`src/rtl/sfcs_pkg.sv`:
```
// shared types, codes and reset values for the serial flash command sequencer
// no dependencies; imported by every module of the block

package sfcs_pkg;

    // default width of the data byte counter
    localparam int SFCS_COUNT_BITS = 16;

    // request codes carried by req_type
    typedef enum logic [2:0] {
        REQ_READ_ID = 3'd0,
        REQ_ERASE   = 3'd1,
        REQ_READ    = 3'd2,
        REQ_PROGRAM = 3'd3,
        REQ_BYTE    = 3'd4
    } t_req;

    // operation held while a sequence runs
    typedef enum logic [1:0] {
        OP_READ_ID = 2'd0,
        OP_ERASE   = 2'd1,
        OP_READ    = 2'd2,
        OP_PROGRAM = 2'd3
    } t_op;

    // sequencer phases
    typedef enum logic [3:0] {
        PH_IDLE      = 4'd0,
        PH_WREN      = 4'd1,
        PH_POLL_OP   = 4'd2,
        PH_POLL_DATA = 4'd3,
        PH_OPCODE    = 4'd4,
        PH_ADDR      = 4'd5,
        PH_DATA      = 4'd6,
        PH_ID_OP     = 4'd7,
        PH_ID_DATA   = 4'd8
    } t_phase;

    // configuration register indexes
    typedef enum logic [2:0] {
        CFG_ID_OPCODE      = 3'd0,
        CFG_WREN_OPCODE    = 3'd1,
        CFG_ERASE_OPCODE   = 3'd2,
        CFG_READ_OPCODE    = 3'd3,
        CFG_STATUS_OPCODE  = 3'd4,
        CFG_PROGRAM_OPCODE = 3'd5,
        CFG_FILLER_BYTE    = 3'd6
    } t_cfg_idx;

    // configuration reset values
    localparam logic [7:0] RST_ID_OPCODE      = 8'h9F;
    localparam logic [7:0] RST_WREN_OPCODE    = 8'h06;
    localparam logic [7:0] RST_ERASE_OPCODE   = 8'h20;
    localparam logic [7:0] RST_READ_OPCODE    = 8'h03;
    localparam logic [7:0] RST_STATUS_OPCODE  = 8'h05;
    localparam logic [7:0] RST_PROGRAM_OPCODE = 8'h02;
    localparam logic [7:0] RST_FILLER_BYTE    = 8'hFF;

    // status register busy bit
    localparam int STATUS_BUSY_BIT = 0;

    typedef struct packed {
        logic [7:0] id_opcode;
        logic [7:0] write_enable_opcode;
        logic [7:0] erase_opcode;
        logic [7:0] read_opcode;
        logic [7:0] status_opcode;
        logic [7:0] program_opcode;
        logic [7:0] filler_byte;
    } t_cfg;

    typedef struct packed {
        logic [2:0]  req_type;
        logic [23:0] flash_address;
        logic [15:0] byte_count;
        logic [7:0]  write_byte;
        logic [7:0]  returned_byte;
    } t_item;

    typedef struct packed {
        logic        send_valid;
        logic [7:0]  send_byte;
        logic        select_release;
        logic        read_valid;
        logic [7:0]  read_byte;
        logic [23:0] device_id;
        logic        done_res;
        logic        busy_reject;
    } t_result;

endpackage

```
`src/rtl/sfcs_cfg_regs.sv`:
```
// opcode and filler byte register file of the flash command sequencer
// depends on sfcs_pkg for the register indexes and reset values

module sfcs_cfg_regs
    import sfcs_pkg::*;
(
    input  logic       i_clk,
    input  logic       i_rst_n,
    input  logic       i_wr_en,
    input  logic [2:0] i_index,
    input  logic [7:0] i_data,
    output t_cfg       o_cfg
);

    t_cfg r_cfg;

    // register writes, out-of-range indexes dropped
    always_ff @(posedge i_clk) begin
        if (!i_rst_n) begin
            r_cfg.id_opcode           <= RST_ID_OPCODE;
            r_cfg.write_enable_opcode <= RST_WREN_OPCODE;
            r_cfg.erase_opcode        <= RST_ERASE_OPCODE;
            r_cfg.read_opcode         <= RST_READ_OPCODE;
            r_cfg.status_opcode       <= RST_STATUS_OPCODE;
            r_cfg.program_opcode      <= RST_PROGRAM_OPCODE;
            r_cfg.filler_byte         <= RST_FILLER_BYTE;
        end else if (i_wr_en) begin
            case (i_index)
                CFG_ID_OPCODE:      r_cfg.id_opcode           <= i_data;
                CFG_WREN_OPCODE:    r_cfg.write_enable_opcode <= i_data;
                CFG_ERASE_OPCODE:   r_cfg.erase_opcode        <= i_data;
                CFG_READ_OPCODE:    r_cfg.read_opcode         <= i_data;
                CFG_STATUS_OPCODE:  r_cfg.status_opcode       <= i_data;
                CFG_PROGRAM_OPCODE: r_cfg.program_opcode      <= i_data;
                CFG_FILLER_BYTE:    r_cfg.filler_byte         <= i_data;
                default: ;
            endcase
        end
    end

    assign o_cfg = r_cfg;

endmodule

```
`src/rtl/sfcs_in_stage.sv`:
```
// input register of the flash command sequencer, one word deep
// depends on sfcs_pkg for the input word type

module sfcs_in_stage
    import sfcs_pkg::*;
(
    input  logic  i_clk,
    input  logic  i_rst_n,
    input  logic  i_valid,
    output logic  o_stall,
    input  t_item i_item,
    input  logic  i_take,
    output logic  o_valid,
    output t_item o_item
);

    logic  r_valid;
    t_item r_item;

    // held word blocks the input until the sequencer takes it
    assign o_stall = r_valid && !i_take;

    always_ff @(posedge i_clk) begin
        if (!i_rst_n) begin
            r_valid <= 1'b0;
        end else if (!r_valid || i_take) begin
            r_valid <= i_valid;
        end
    end

    // payload, no reset needed
    always_ff @(posedge i_clk) begin
        if (i_valid && !o_stall) begin
            r_item <= i_item;
        end
    end

    assign o_valid = r_valid;
    assign o_item  = r_item;

endmodule

```
`src/rtl/sfcs_step.sv`:
```
// sequencer state machine: one input word in, at most one result word out
// depends on sfcs_pkg for phases, codes and word types

module sfcs_step
    import sfcs_pkg::*;
#(
    parameter int COUNT_BITS = SFCS_COUNT_BITS
) (
    input  logic    i_clk,
    input  logic    i_rst_n,
    input  logic    i_valid,
    input  t_item   i_item,
    input  logic    i_out_free,
    input  t_cfg    i_cfg,
    output logic    o_take,
    output logic    o_load,
    output t_result o_result
);

    t_phase                r_phase,   n_phase;
    t_op                   r_op,      n_op;
    logic [1:0]            r_hdr_idx, n_hdr_idx;
    logic [COUNT_BITS-1:0] r_left,    n_left;
    logic [23:0]           r_addr,    n_addr;
    logic [23:0]           r_id_acc,  n_id_acc;

    t_result               res;
    logic                  has_res;
    logic [1:0]            hdr_inc;
    logic [23:0]           id_next;
    logic [COUNT_BITS-1:0] left_dec;
    logic                  left_zero;
    logic [7:0]            op_opcode;
    logic [7:0]            data_out;

    // a word is processed when the result register can take its result
    assign o_take = i_valid && i_out_free;
    assign o_load = o_take && has_res;
    assign o_result = res;

    // state register
    always_ff @(posedge i_clk) begin
        if (!i_rst_n) begin
            r_phase   <= PH_IDLE;
            r_op      <= OP_READ_ID;
            r_hdr_idx <= '0;
            r_left    <= '0;
            r_addr    <= '0;
            r_id_acc  <= '0;
        end else if (o_take) begin
            r_phase   <= n_phase;
            r_op      <= n_op;
            r_hdr_idx <= n_hdr_idx;
            r_left    <= n_left;
            r_addr    <= n_addr;
            r_id_acc  <= n_id_acc;
        end
    end

    // helper values for the step
    assign hdr_inc   = r_hdr_idx + 2'd1;
    assign id_next   = {r_id_acc[15:0], i_item.returned_byte};
    assign left_dec  = r_left - COUNT_BITS'(1);
    assign left_zero = (r_left == '0);
    assign data_out  = (r_op == OP_READ) ? i_cfg.filler_byte : i_item.write_byte;

    always_comb begin
        case (r_op)
            OP_ERASE: op_opcode = i_cfg.erase_opcode;
            OP_READ:  op_opcode = i_cfg.read_opcode;
            default:  op_opcode = i_cfg.program_opcode;
        endcase
    end

    // next state and result
    always_comb begin
        n_phase   = r_phase;
        n_op      = r_op;
        n_hdr_idx = r_hdr_idx;
        n_left    = r_left;
        n_addr    = r_addr;
        n_id_acc  = r_id_acc;
        res       = '0;
        has_res   = 1'b0;

        case (i_item.req_type)
            REQ_BYTE: begin
                if (r_phase != PH_IDLE) begin
                    has_res = 1'b1;
                    case (r_phase)
                        PH_ID_OP: begin
                            n_phase        = PH_ID_DATA;
                            n_hdr_idx      = '0;
                            res.send_valid = 1'b1;
                            res.send_byte  = i_cfg.filler_byte;
                        end
                        PH_ID_DATA: begin
                            n_id_acc  = id_next;
                            n_hdr_idx = hdr_inc;
                            if (hdr_inc == 2'd3) begin
                                n_phase       = PH_IDLE;
                                res.done_res  = 1'b1;
                                res.device_id = id_next;
                            end else begin
                                res.send_valid     = 1'b1;
                                res.send_byte      = i_cfg.filler_byte;
                                res.select_release = (hdr_inc == 2'd2);
                            end
                        end
                        PH_WREN: begin
                            n_phase        = PH_POLL_OP;
                            res.send_valid = 1'b1;
                            res.send_byte  = i_cfg.status_opcode;
                        end
                        PH_POLL_OP: begin
                            n_phase            = PH_POLL_DATA;
                            res.send_valid     = 1'b1;
                            res.send_byte      = i_cfg.filler_byte;
                            res.select_release = 1'b1;
                        end
                        PH_POLL_DATA: begin
                            res.send_valid = 1'b1;
                            // keep polling while the flash reports busy
                            if (i_item.returned_byte[STATUS_BUSY_BIT]) begin
                                n_phase       = PH_POLL_OP;
                                res.send_byte = i_cfg.status_opcode;
                            end else begin
                                n_phase       = PH_OPCODE;
                                res.send_byte = op_opcode;
                            end
                        end
                        PH_OPCODE: begin
                            n_phase        = PH_ADDR;
                            n_hdr_idx      = '0;
                            res.send_valid = 1'b1;
                            res.send_byte  = r_addr[23:16];
                        end
                        PH_ADDR: begin
                            n_hdr_idx = hdr_inc;
                            if (hdr_inc != 2'd3) begin
                                res.send_valid     = 1'b1;
                                res.send_byte      = (hdr_inc == 2'd1) ? r_addr[15:8]
                                                                       : r_addr[7:0];
                                res.select_release = (hdr_inc == 2'd2) &&
                                                     (r_op == OP_ERASE || left_zero);
                            end else if (r_op == OP_ERASE || left_zero) begin
                                n_phase      = PH_IDLE;
                                res.done_res = 1'b1;
                            end else begin
                                n_phase            = PH_DATA;
                                res.send_valid     = 1'b1;
                                res.send_byte      = data_out;
                                res.select_release = (r_left == COUNT_BITS'(1));
                            end
                        end
                        PH_DATA: begin
                            if (r_op == OP_READ) begin
                                res.read_valid = 1'b1;
                                res.read_byte  = i_item.returned_byte;
                            end
                            n_left = left_dec;
                            if (left_dec == '0) begin
                                n_phase      = PH_IDLE;
                                res.done_res = 1'b1;
                            end else begin
                                res.send_valid     = 1'b1;
                                res.send_byte      = data_out;
                                res.select_release = (left_dec == COUNT_BITS'(1));
                            end
                        end
                        default: begin
                            n_phase = PH_IDLE;
                            has_res = 1'b0;
                        end
                    endcase
                end
            end
            REQ_READ_ID, REQ_ERASE, REQ_READ, REQ_PROGRAM: begin
                has_res = 1'b1;
                if (r_phase != PH_IDLE) begin
                    res.busy_reject = 1'b1;
                end else begin
                    n_op           = t_op'(i_item.req_type[1:0]);
                    n_addr         = i_item.flash_address;
                    n_left         = COUNT_BITS'(i_item.byte_count);
                    n_hdr_idx      = '0;
                    res.send_valid = 1'b1;
                    case (i_item.req_type)
                        REQ_READ_ID: begin
                            n_id_acc      = '0;
                            n_phase       = PH_ID_OP;
                            res.send_byte = i_cfg.id_opcode;
                        end
                        REQ_READ: begin
                            n_phase       = PH_POLL_OP;
                            res.send_byte = i_cfg.status_opcode;
                        end
                        default: begin
                            n_phase            = PH_WREN;
                            res.send_byte      = i_cfg.write_enable_opcode;
                            res.select_release = 1'b1;
                        end
                    endcase
                end
            end
            default: ;
        endcase
    end

endmodule

```
`src/rtl/sfcs_out_stage.sv`:
```
// result register of the flash command sequencer with stall handling
// depends on sfcs_pkg for the result word type

module sfcs_out_stage
    import sfcs_pkg::*;
(
    input  logic    i_clk,
    input  logic    i_rst_n,
    input  logic    i_load,
    input  t_result i_result,
    output logic    o_free,
    output logic    o_valid,
    input  logic    i_stall,
    output t_result o_result
);

    logic    r_valid;
    t_result r_result;

    // free when empty or when the held word leaves this cycle
    assign o_free = !r_valid || !i_stall;

    always_ff @(posedge i_clk) begin
        if (!i_rst_n) begin
            r_valid <= 1'b0;
        end else if (o_free) begin
            r_valid <= i_load;
        end
    end

    // payload, no reset needed
    always_ff @(posedge i_clk) begin
        if (o_free && i_load) begin
            r_result <= i_result;
        end
    end

    assign o_valid  = r_valid;
    assign o_result = r_result;

endmodule

```
`src/rtl/spi_flash_command_sequencer_unit.sv`:
```
// top level of the serial nor flash command sequencer
// depends on sfcs_pkg, sfcs_cfg_regs, sfcs_in_stage, sfcs_step, sfcs_out_stage

// Usage
// The input channel carries one word per host request (read id, sector erase,
// read, program) or per byte returned by the spi shifter. The output channel
// carries the next byte to shift out with its chip select release flag, read
// data, the assembled device id, the done flag and the busy reject flag.
// Requests and returned bytes never produce more than one output word; a
// returned byte while idle or an unknown request code produces none.
// An accepted input word is held in the input register, and its result word is
// then loaded into the result register once that register is free.
// Throughput: one word per cycle unless stalled; each word makes a single
// pass through the sequencer state register, words following back to back.
// Stall: a stalled result word holds in the result register while the input
// register still takes one more word; after that o_in_stall rises.
// Reset: synchronous, active low; the sequencer returns to idle, both
// registers empty, and the opcode registers take their default values.
// Configuration writes are always ready and take effect on the next cycle;
// they are meant for idle periods only.

module spi_flash_command_sequencer_unit
    import sfcs_pkg::*;
#(
    parameter int COUNT_BITS = SFCS_COUNT_BITS
) (
    input  logic        i_clk,
    input  logic        i_rst_n,

    input  logic        i_in_valid,
    output logic        o_in_stall,
    input  logic [2:0]  i_req_type,
    input  logic [23:0] i_flash_address,
    input  logic [15:0] i_byte_count,
    input  logic [7:0]  i_write_byte,
    input  logic [7:0]  i_returned_byte,

    output logic        o_out_valid,
    input  logic        i_out_stall,
    output logic        o_send_valid,
    output logic [7:0]  o_send_byte,
    output logic        o_select_release,
    output logic        o_read_valid,
    output logic [7:0]  o_read_byte,
    output logic [23:0] o_device_id,
    output logic        o_done_res,
    output logic        o_busy_reject,

    input  logic        i_cfg_valid,
    output logic        o_cfg_ready,
    input  logic [2:0]  i_cfg_index,
    input  logic [7:0]  i_cfg_data
);

    t_cfg    cfg;
    t_item   in_item;
    t_item   held_item;
    logic    held_valid;
    logic    step_take;
    logic    step_load;
    t_result step_result;
    logic    out_free;
    t_result out_result;

    // configuration
    assign o_cfg_ready = 1'b1;

    sfcs_cfg_regs u_cfg_regs (
        .i_clk   (i_clk),
        .i_rst_n (i_rst_n),
        .i_wr_en (i_cfg_valid && o_cfg_ready),
        .i_index (i_cfg_index),
        .i_data  (i_cfg_data),
        .o_cfg   (cfg)
    );

    // input word
    assign in_item.req_type      = i_req_type;
    assign in_item.flash_address = i_flash_address;
    assign in_item.byte_count    = i_byte_count;
    assign in_item.write_byte    = i_write_byte;
    assign in_item.returned_byte = i_returned_byte;

    sfcs_in_stage u_in_stage (
        .i_clk   (i_clk),
        .i_rst_n (i_rst_n),
        .i_valid (i_in_valid),
        .o_stall (o_in_stall),
        .i_item  (in_item),
        .i_take  (step_take),
        .o_valid (held_valid),
        .o_item  (held_item)
    );

    // sequencer
    sfcs_step #(
        .COUNT_BITS (COUNT_BITS)
    ) u_step (
        .i_clk      (i_clk),
        .i_rst_n    (i_rst_n),
        .i_valid    (held_valid),
        .i_item     (held_item),
        .i_out_free (out_free),
        .i_cfg      (cfg),
        .o_take     (step_take),
        .o_load     (step_load),
        .o_result   (step_result)
    );

    // result word
    sfcs_out_stage u_out_stage (
        .i_clk    (i_clk),
        .i_rst_n  (i_rst_n),
        .i_load   (step_load),
        .i_result (step_result),
        .o_free   (out_free),
        .o_valid  (o_out_valid),
        .i_stall  (i_out_stall),
        .o_result (out_result)
    );

    assign o_send_valid     = out_result.send_valid;
    assign o_send_byte      = out_result.send_byte;
    assign o_select_release = out_result.select_release;
    assign o_read_valid     = out_result.read_valid;
    assign o_read_byte      = out_result.read_byte;
    assign o_device_id      = out_result.device_id;
    assign o_done_res       = out_result.done_res;
    assign o_busy_reject    = out_result.busy_reject;

`ifndef SYNTHESIS
    // a busy reject carries no other flag
    a_reject_alone: assert property (@(posedge i_clk) disable iff (!i_rst_n)
        (o_out_valid && o_busy_reject) |->
            (!o_send_valid && !o_read_valid && !o_done_res))
        else $error("busy reject combined with other result flags");

    // the device id is only shown on a done word
    a_id_with_done: assert property (@(posedge i_clk) disable iff (!i_rst_n)
        (o_out_valid && !o_done_res) |-> (o_device_id == 24'd0))
        else $error("device id shown without done");

    // no byte value or chip select release without send valid
    a_send_byte_zero: assert property (@(posedge i_clk) disable iff (!i_rst_n)
        (o_out_valid && !o_send_valid) |-> (o_send_byte == 8'd0 && !o_select_release))
        else $error("send byte or release without send valid");

    // done and a sent byte never share a word
    a_done_no_send: assert property (@(posedge i_clk) disable iff (!i_rst_n)
        (o_out_valid && o_done_res) |-> !o_send_valid)
        else $error("done word also sends a byte");
`endif

endmodule
```
`config.mk`:
```
export PLATFORM = sky130hd
export DESIGN_NAME = spi_flash_command_sequencer_unit
export DESIGN_NICKNAME = d
export VERILOG_FILES = /design/src/rtl/sfcs_pkg.sv /design/src/rtl/sfcs_cfg_regs.sv /design/src/rtl/sfcs_in_stage.sv /design/src/rtl/sfcs_step.sv /design/src/rtl/sfcs_out_stage.sv /design/src/rtl/spi_flash_command_sequencer_unit.sv
export SDC_FILE = /design/constraint.sdc
export NUM_CORES = 1
export LEC_CHECK = 0
export CAP_MARGIN = 25
export CELL_PAD_IN_SITES_DETAIL_PLACEMENT = 2
export CELL_PAD_IN_SITES_GLOBAL_PLACEMENT = 2
export CORE_UTILIZATION = 40
export DETAILED_ROUTE_END_ITERATION = 8
export DONT_BUFFER_PORTS = 1
export GPL_TIMING_DRIVEN = 0
export PLACE_DENSITY = 0.77
export SKIP_CTS_REPAIR_TIMING = 1
export SLEW_MARGIN = 20
export SYNTH_ARGS = -nofsm -noshare
export SYNTH_HDL_FRONTEND = slang
export SYNTH_SLANG_ARGS = --single-unit
export TNS_END_PERCENT = 30
```
`constraint.sdc`:
```
create_clock -name i_clk -period 4.63 [get_ports i_clk]
set_clock_uncertainty 0.05 [all_clocks]
set_input_delay 0.926 -clock i_clk [delete_from_list [all_inputs] [get_ports i_clk]]
set_output_delay 0.926 -clock i_clk [all_outputs]
set_load 0.02 [all_outputs]
```
== After elaboration in Yosys (flattened, before gate mapping) ==
Cells that the tools add are included.
Operators by class
  add/sub/neg operators: 2
  equal/unequal tests: 35
  muxes and demuxes: 50
  bitwise operators: 1
  reduce and logical (&&, ||, !) cells: 42
Operator list (number)
  $mux 16: 7
  $pmux 16 s2: 2
  $pmux 9 s7: 1
  $mux 10: 5
  $mux 44: 1
  $eq 16x1->1 const B: 2
  $logic_not 16->1: 2
  $pmux 4 s8: 1
  $pmux 8 s2: 2
  $mux 25: 1
  $mux 24: 1
  $mux 8: 3
  $mux 4: 5
  $pmux 10 s2: 1
  $mux 9: 2
  $eq 4x3->1 const B: 4
  $reduce_and 2->1: 8
  $sub 16x1->16 const B: 1
  $eq 3x2->1 const B: 4
  $eq 3x3->1 const B: 4
  $reduce_and 5->1: 2
  $eq 4x2->1 const B: 2
  $ne 2x2->1 const B: 4
  $pmux 2 s2: 2
  31 further kinds: 63
Storage, ports and cells
  register bits: 226
  input port bits: 75
  output and inout bits: 48
  logic and storage cells: 158

== Logic depth before layout (Yosys ltp) ==
  depth after elaboration: 7
  mapped depth: 10
  mapped depth without buffers: 8

== Modules after synthesis ==
Synthesis repeated with hierarchy kept, for this count alone.
Unflattened totals
  cell total of the unflattened synthesis: 1006
  area total of the unflattened synthesis: 10373.7 um^2
By module, submodules not included
  sfcs_step: instances 1, cells each 681, area each 4946.0 um^2, sequential area each 1281.2 um^2
  sfcs_cfg_regs: instances 1, cells each 210, area each 2204.6 um^2, sequential area each 1121.1 um^2
  sfcs_in_stage: instances 1, cells each 63, area each 1819.2 um^2, sequential area each 1791.7 um^2
  sfcs_out_stage: instances 1, cells each 50, area each 1392.6 um^2, sequential area each 1371.3 um^2
  spi_flash_command_sequencer_unit: instances 1, cells each 2, area each 11.3 um^2, sequential area each 0.0 um^2

== Worst setup path before layout ==
OpenSTA, ideal clock, no wires.
  kind: in2reg
  from: input port i_out_stall
  to: register u_in_stage.r_item (netlist bit u_in_stage.o_item[0]), enable pin
  setup time: 0.482 ns
  arrival: 3.833 ns
  data required time: 4.098 ns
  path slack: 0.265 ns
  stages on the path: 2
  buffers on the path: 0
  path through: and3_1 nor2b_1
Between the ends
  longest elaborated chain between the ends: 7
RTL lines
  from (decl): line spi_flash_command_sequencer_unit.sv:39  | input logic i_out_stall,
  $logic_not 1->1: line sfcs_out_stage.sv:21  | assign o_free = !r_valid || !i_stall;
  $logic_or 1x1->1: line sfcs_out_stage.sv:21
  $logic_and 1x1->1: line sfcs_step.sv:37  | assign o_take = i_valid && i_out_free;
  $logic_not 1->1: line sfcs_in_stage.sv:21  | assign o_stall = r_valid && !i_take;
  $logic_and 1x1->1: line sfcs_in_stage.sv:21
  $logic_not 1->1: line sfcs_in_stage.sv:33  | if (i_valid && !o_stall) begin
  $logic_and 1x1->1: line sfcs_in_stage.sv:33
  to (signal assigned): line sfcs_in_stage.sv:34  | r_item <= i_item;
  to (decl): line sfcs_in_stage.sv:18  | t_item r_item;
No other way between the ends.
A chain may end at the register's enable or synchronous reset.

==> flow_summary.ini <==
[outcome]
status = complete, no violations

[cells_and_area]
fin_area_um2 = 11400
multi_input_area_um2 = 4160
nNetsFinal = 1123
drive_above_1_share_pct = 8.12
area_growth_pct = 13.7
fill_cells = 2569
seqCellArea_um2 = 5570

[power]
p_leak_uw = 0.00399
vdd_drop_max_mv = 0.288
finalPower_uw = 4570
powerDensity_nw_per_um2 = 402

[synth]
yosysMostFrequentCell = nand2_1
ys_seq_area_share_pct = 55.7
synth_cells = 1007
synthArstFlopShare_pct = 0
synth_edf_count = 104
ys_seq_elements = 226
synth_cell_type_count = 69
postSynthAreaPerCell_um2 = 9.91
yosysTopAreaCell = edfxtp_1
synth_top_cells_by_count = 226 x nand2_1, 122 x dfxtp_1, 104 x edfxtp_1, 69 x a21boi_0
ys_warn_count = 0
synth_nets = 1091
syn_area_um2 = 9980
ys.flop_type = dfxtp_1
synth_top_area_share_pct = 31.3
ys_top_cells_by_area = edfxtp_1 31%, dfxtp_1 24%, nand2_1 8.5%

[min_path]
min_path_type = flip-flop to flip-flop

[die]
num_io_pins = 123
die_w_um = 160
rows = 57
die-area_um2 = 25600
fp.coreArea_um2 = 24400
start_util_pct = 40.9
die_y_um = 160

[critical_path]
crit_family = simple AND/OR/NAND/NOR gates
cp-endpoint = u_out_stage.o_result[42]
worstPathCellList = inv_1 > ha_1 > nor3b_2 > nand4_1 > xor2_1 > nand3_2 > a22oi_4 > o21ai_0
r2r_slack_ps = 1310
cp_num_buf_inv = 1
crit_required_ps = 4790
r2r_end = u_out_stage.o_result[42]
crit_path_top_delay_cell = nor3b_2
worstSetupStartpoint = u_step.r_left[0]
rr_worst_depth = 8
path_max_fanout = 10
cp-end-kind = flip-flop
startpoint_type = flip-flop
slowest_delay_ps = 680
crit_cells = 8
crit_arrival_ps = 3480
critical_path_class = flip-flop to flip-flop
r2r-start = u_step.r_left[0]

[placement]
io_buffers = 0
gp_congestion = 0.824
hpwlAfterDp_um = 23300
placed_area_um2 = 10500

[timing]
finalHoldWorstSlack_ps = 409
setup_viol = 0
maxSlewHeadroom_pct = 42.2
fin_crit_ps = 3320
max_freq_mhz = 301
slew_violations = 0
rsz0062_at_grt = no
tightest_slew_ps = 864
hold_viol = 0
post-route-period-util_pct = 71.7

[global_routing]
grt_pass1_vias = 8541
grtUsageMet2_pct = 45.8
use_met3_pct = 3.77
antenna_found_initial = 3
busiest_layer = met2
grt-ovfl-total = 0
use_met1_pct = 31.2
grt_pass1_wl_um = 50600
track_usage_pct = 25.8
grt_start_max_net_pins = 30

[clock_network]
insertion_delay_ps = 550
ctsLongestPathBuffers = 3
cts_buffers = 26
cts.sinks = 226
cts_tree = done
clk_root_buffer_cell = clkbuf_16
cts_max_level = 1
cts.clk_slew.worst_paths_ps = 60

[routing]
routed_wl_um = 32600
via_count = 7874
drt_iter0_drc = 372
ant_nets = 0
viasPerCell = 5.69
drtPass1Iterations = 5
wl_per_cell_um = 23.5
drc = 0

[job]
cap_violations = 0
[registers in the layout, summed over array words and instances (netlist names)]
signal and count:
u_in_stage.o_item 59, u_cfg_regs.o_cfg 56, u_out_stage.o_result 45, u_step.r_addr 24, u_step.r_id_acc 16, u_step.r_left 16
u_step.r_phase 4, u_step.r_hdr_idx 2, u_step.r_op 2, u_in_stage.o_valid 1, u_out_stage.o_valid 1
[metrics by stage]
step                util, %  setup slack, ps  setup TNS (ps)  std cells
global placement       42.6            -1130         -118040       1331
floorplan                 -              265               0       1007
finish                 46.6             1310               0       1385
global route           46.6             1130               0       1385
detailed placement     43.1             1370               0       1335
CTS                    46.5             1370               0       1383
[worst min-delay path, stage by stage, from the launching register on]
cell	delay (ps)
dfxtp_1	310
nand2_1	50
a21boi_1	50
[area by class of cell]
class / instances / share of cell area (%)
well taps: 324 / 3.57
multi-input cells: 713 / 36.6
clock buffers: 33 / 6.14
inverters: 9 / 0.297
repair buffers: 4 / 0.903
diodes: 2 / 0.0441
flip-flops and latches: 226 / 49.0
clock inverters: 15 / 1.18
plain buffers: 59 / 2.23
[per-layer routing]
| metal | vias up | wire length (um) |
|---|---|---|
| li1 | 3659 | - |
| met1 | 3964 | 13600 |
| met2 | 183 | 16700 |
| met3 | 66 | 1260 |
| met4 | 2 | 1050 |
| met5 | - | 13 |
[power by group]
| part | leakage (uW) | internal, uW | total (uW) | switching (uW) |
|---|---|---|---|---|
| sequential | 0.00201 | 2160 | 2220 | 55.9 |
| combinational | 0.00158 | 117 | 341 | 224 |
| clock | 0.000403 | 1170 | 2010 | 837 |
[layout by cell type (no fill, tap or decap), types with 4 or more instances in the layout]
cell       instances
a21boi_0          69
a21boi_1           7
a41oi_1            4
buf_1              5
nand3_1           45
nand2b_1          12
clkinv_1           7
and3_1            16
nor3_2             4
nor4_1             5
dfxtp_1          122
nor2b_1           15
o21ai_0           45
ha_1               9
a211oi_1           4
a22oi_1           28
nand2_1          226
mux2_2             7
nand3b_1           4
inv_1              9
and2_1            31
clkbuf_16         26
nor2_1            45
o22ai_1            4
a31oi_1           13
buf_2             10
edfxtp_1         104
a21oi_1           35
clkbuf_1          45
nor3_1             8
mux2i_1           22
[logic make-up (layout without fill, tap and decap cells)]
group	count (synthesis)	count (layout)	synth area share [%]
AOI/OAI and AO/OA	237	237	16.4
xor gates and xnor gates	4	4	0.351
adders and majority gates	9	9	1.13
buffers and inverters	68	120	2.87
DFF	226	226	55.7
muxes	29	29	3.00
other	1	3	0.0376
and+or+nand+nor	433	433	20.5
[how the worst min path moves through the flow]
| stage | startpoint | to | slack [ps] | cells after the start |
|---|---|---|---|---|
| after CTS | i_flash_address[20] | u_in_stage.o_item[52] | 400 | 0 |
| final | u_step.r_addr[19] | u_step.r_addr[19] | 410 | 2 |
| after global placement | u_step.r_id_acc[15] | u_step.r_id_acc[15] | 390 | 2 |
| after global routing | i_flash_address[20] | u_in_stage.o_item[52] | 400 | 0 |
| after floorplan | u_step.r_id_acc[15] | u_step.r_id_acc[15] | 380 | 2 |
| after detailed placement | u_step.r_addr[18] | u_step.r_addr[18] | 400 | 2 |
(Power assumes the default switching activity.)
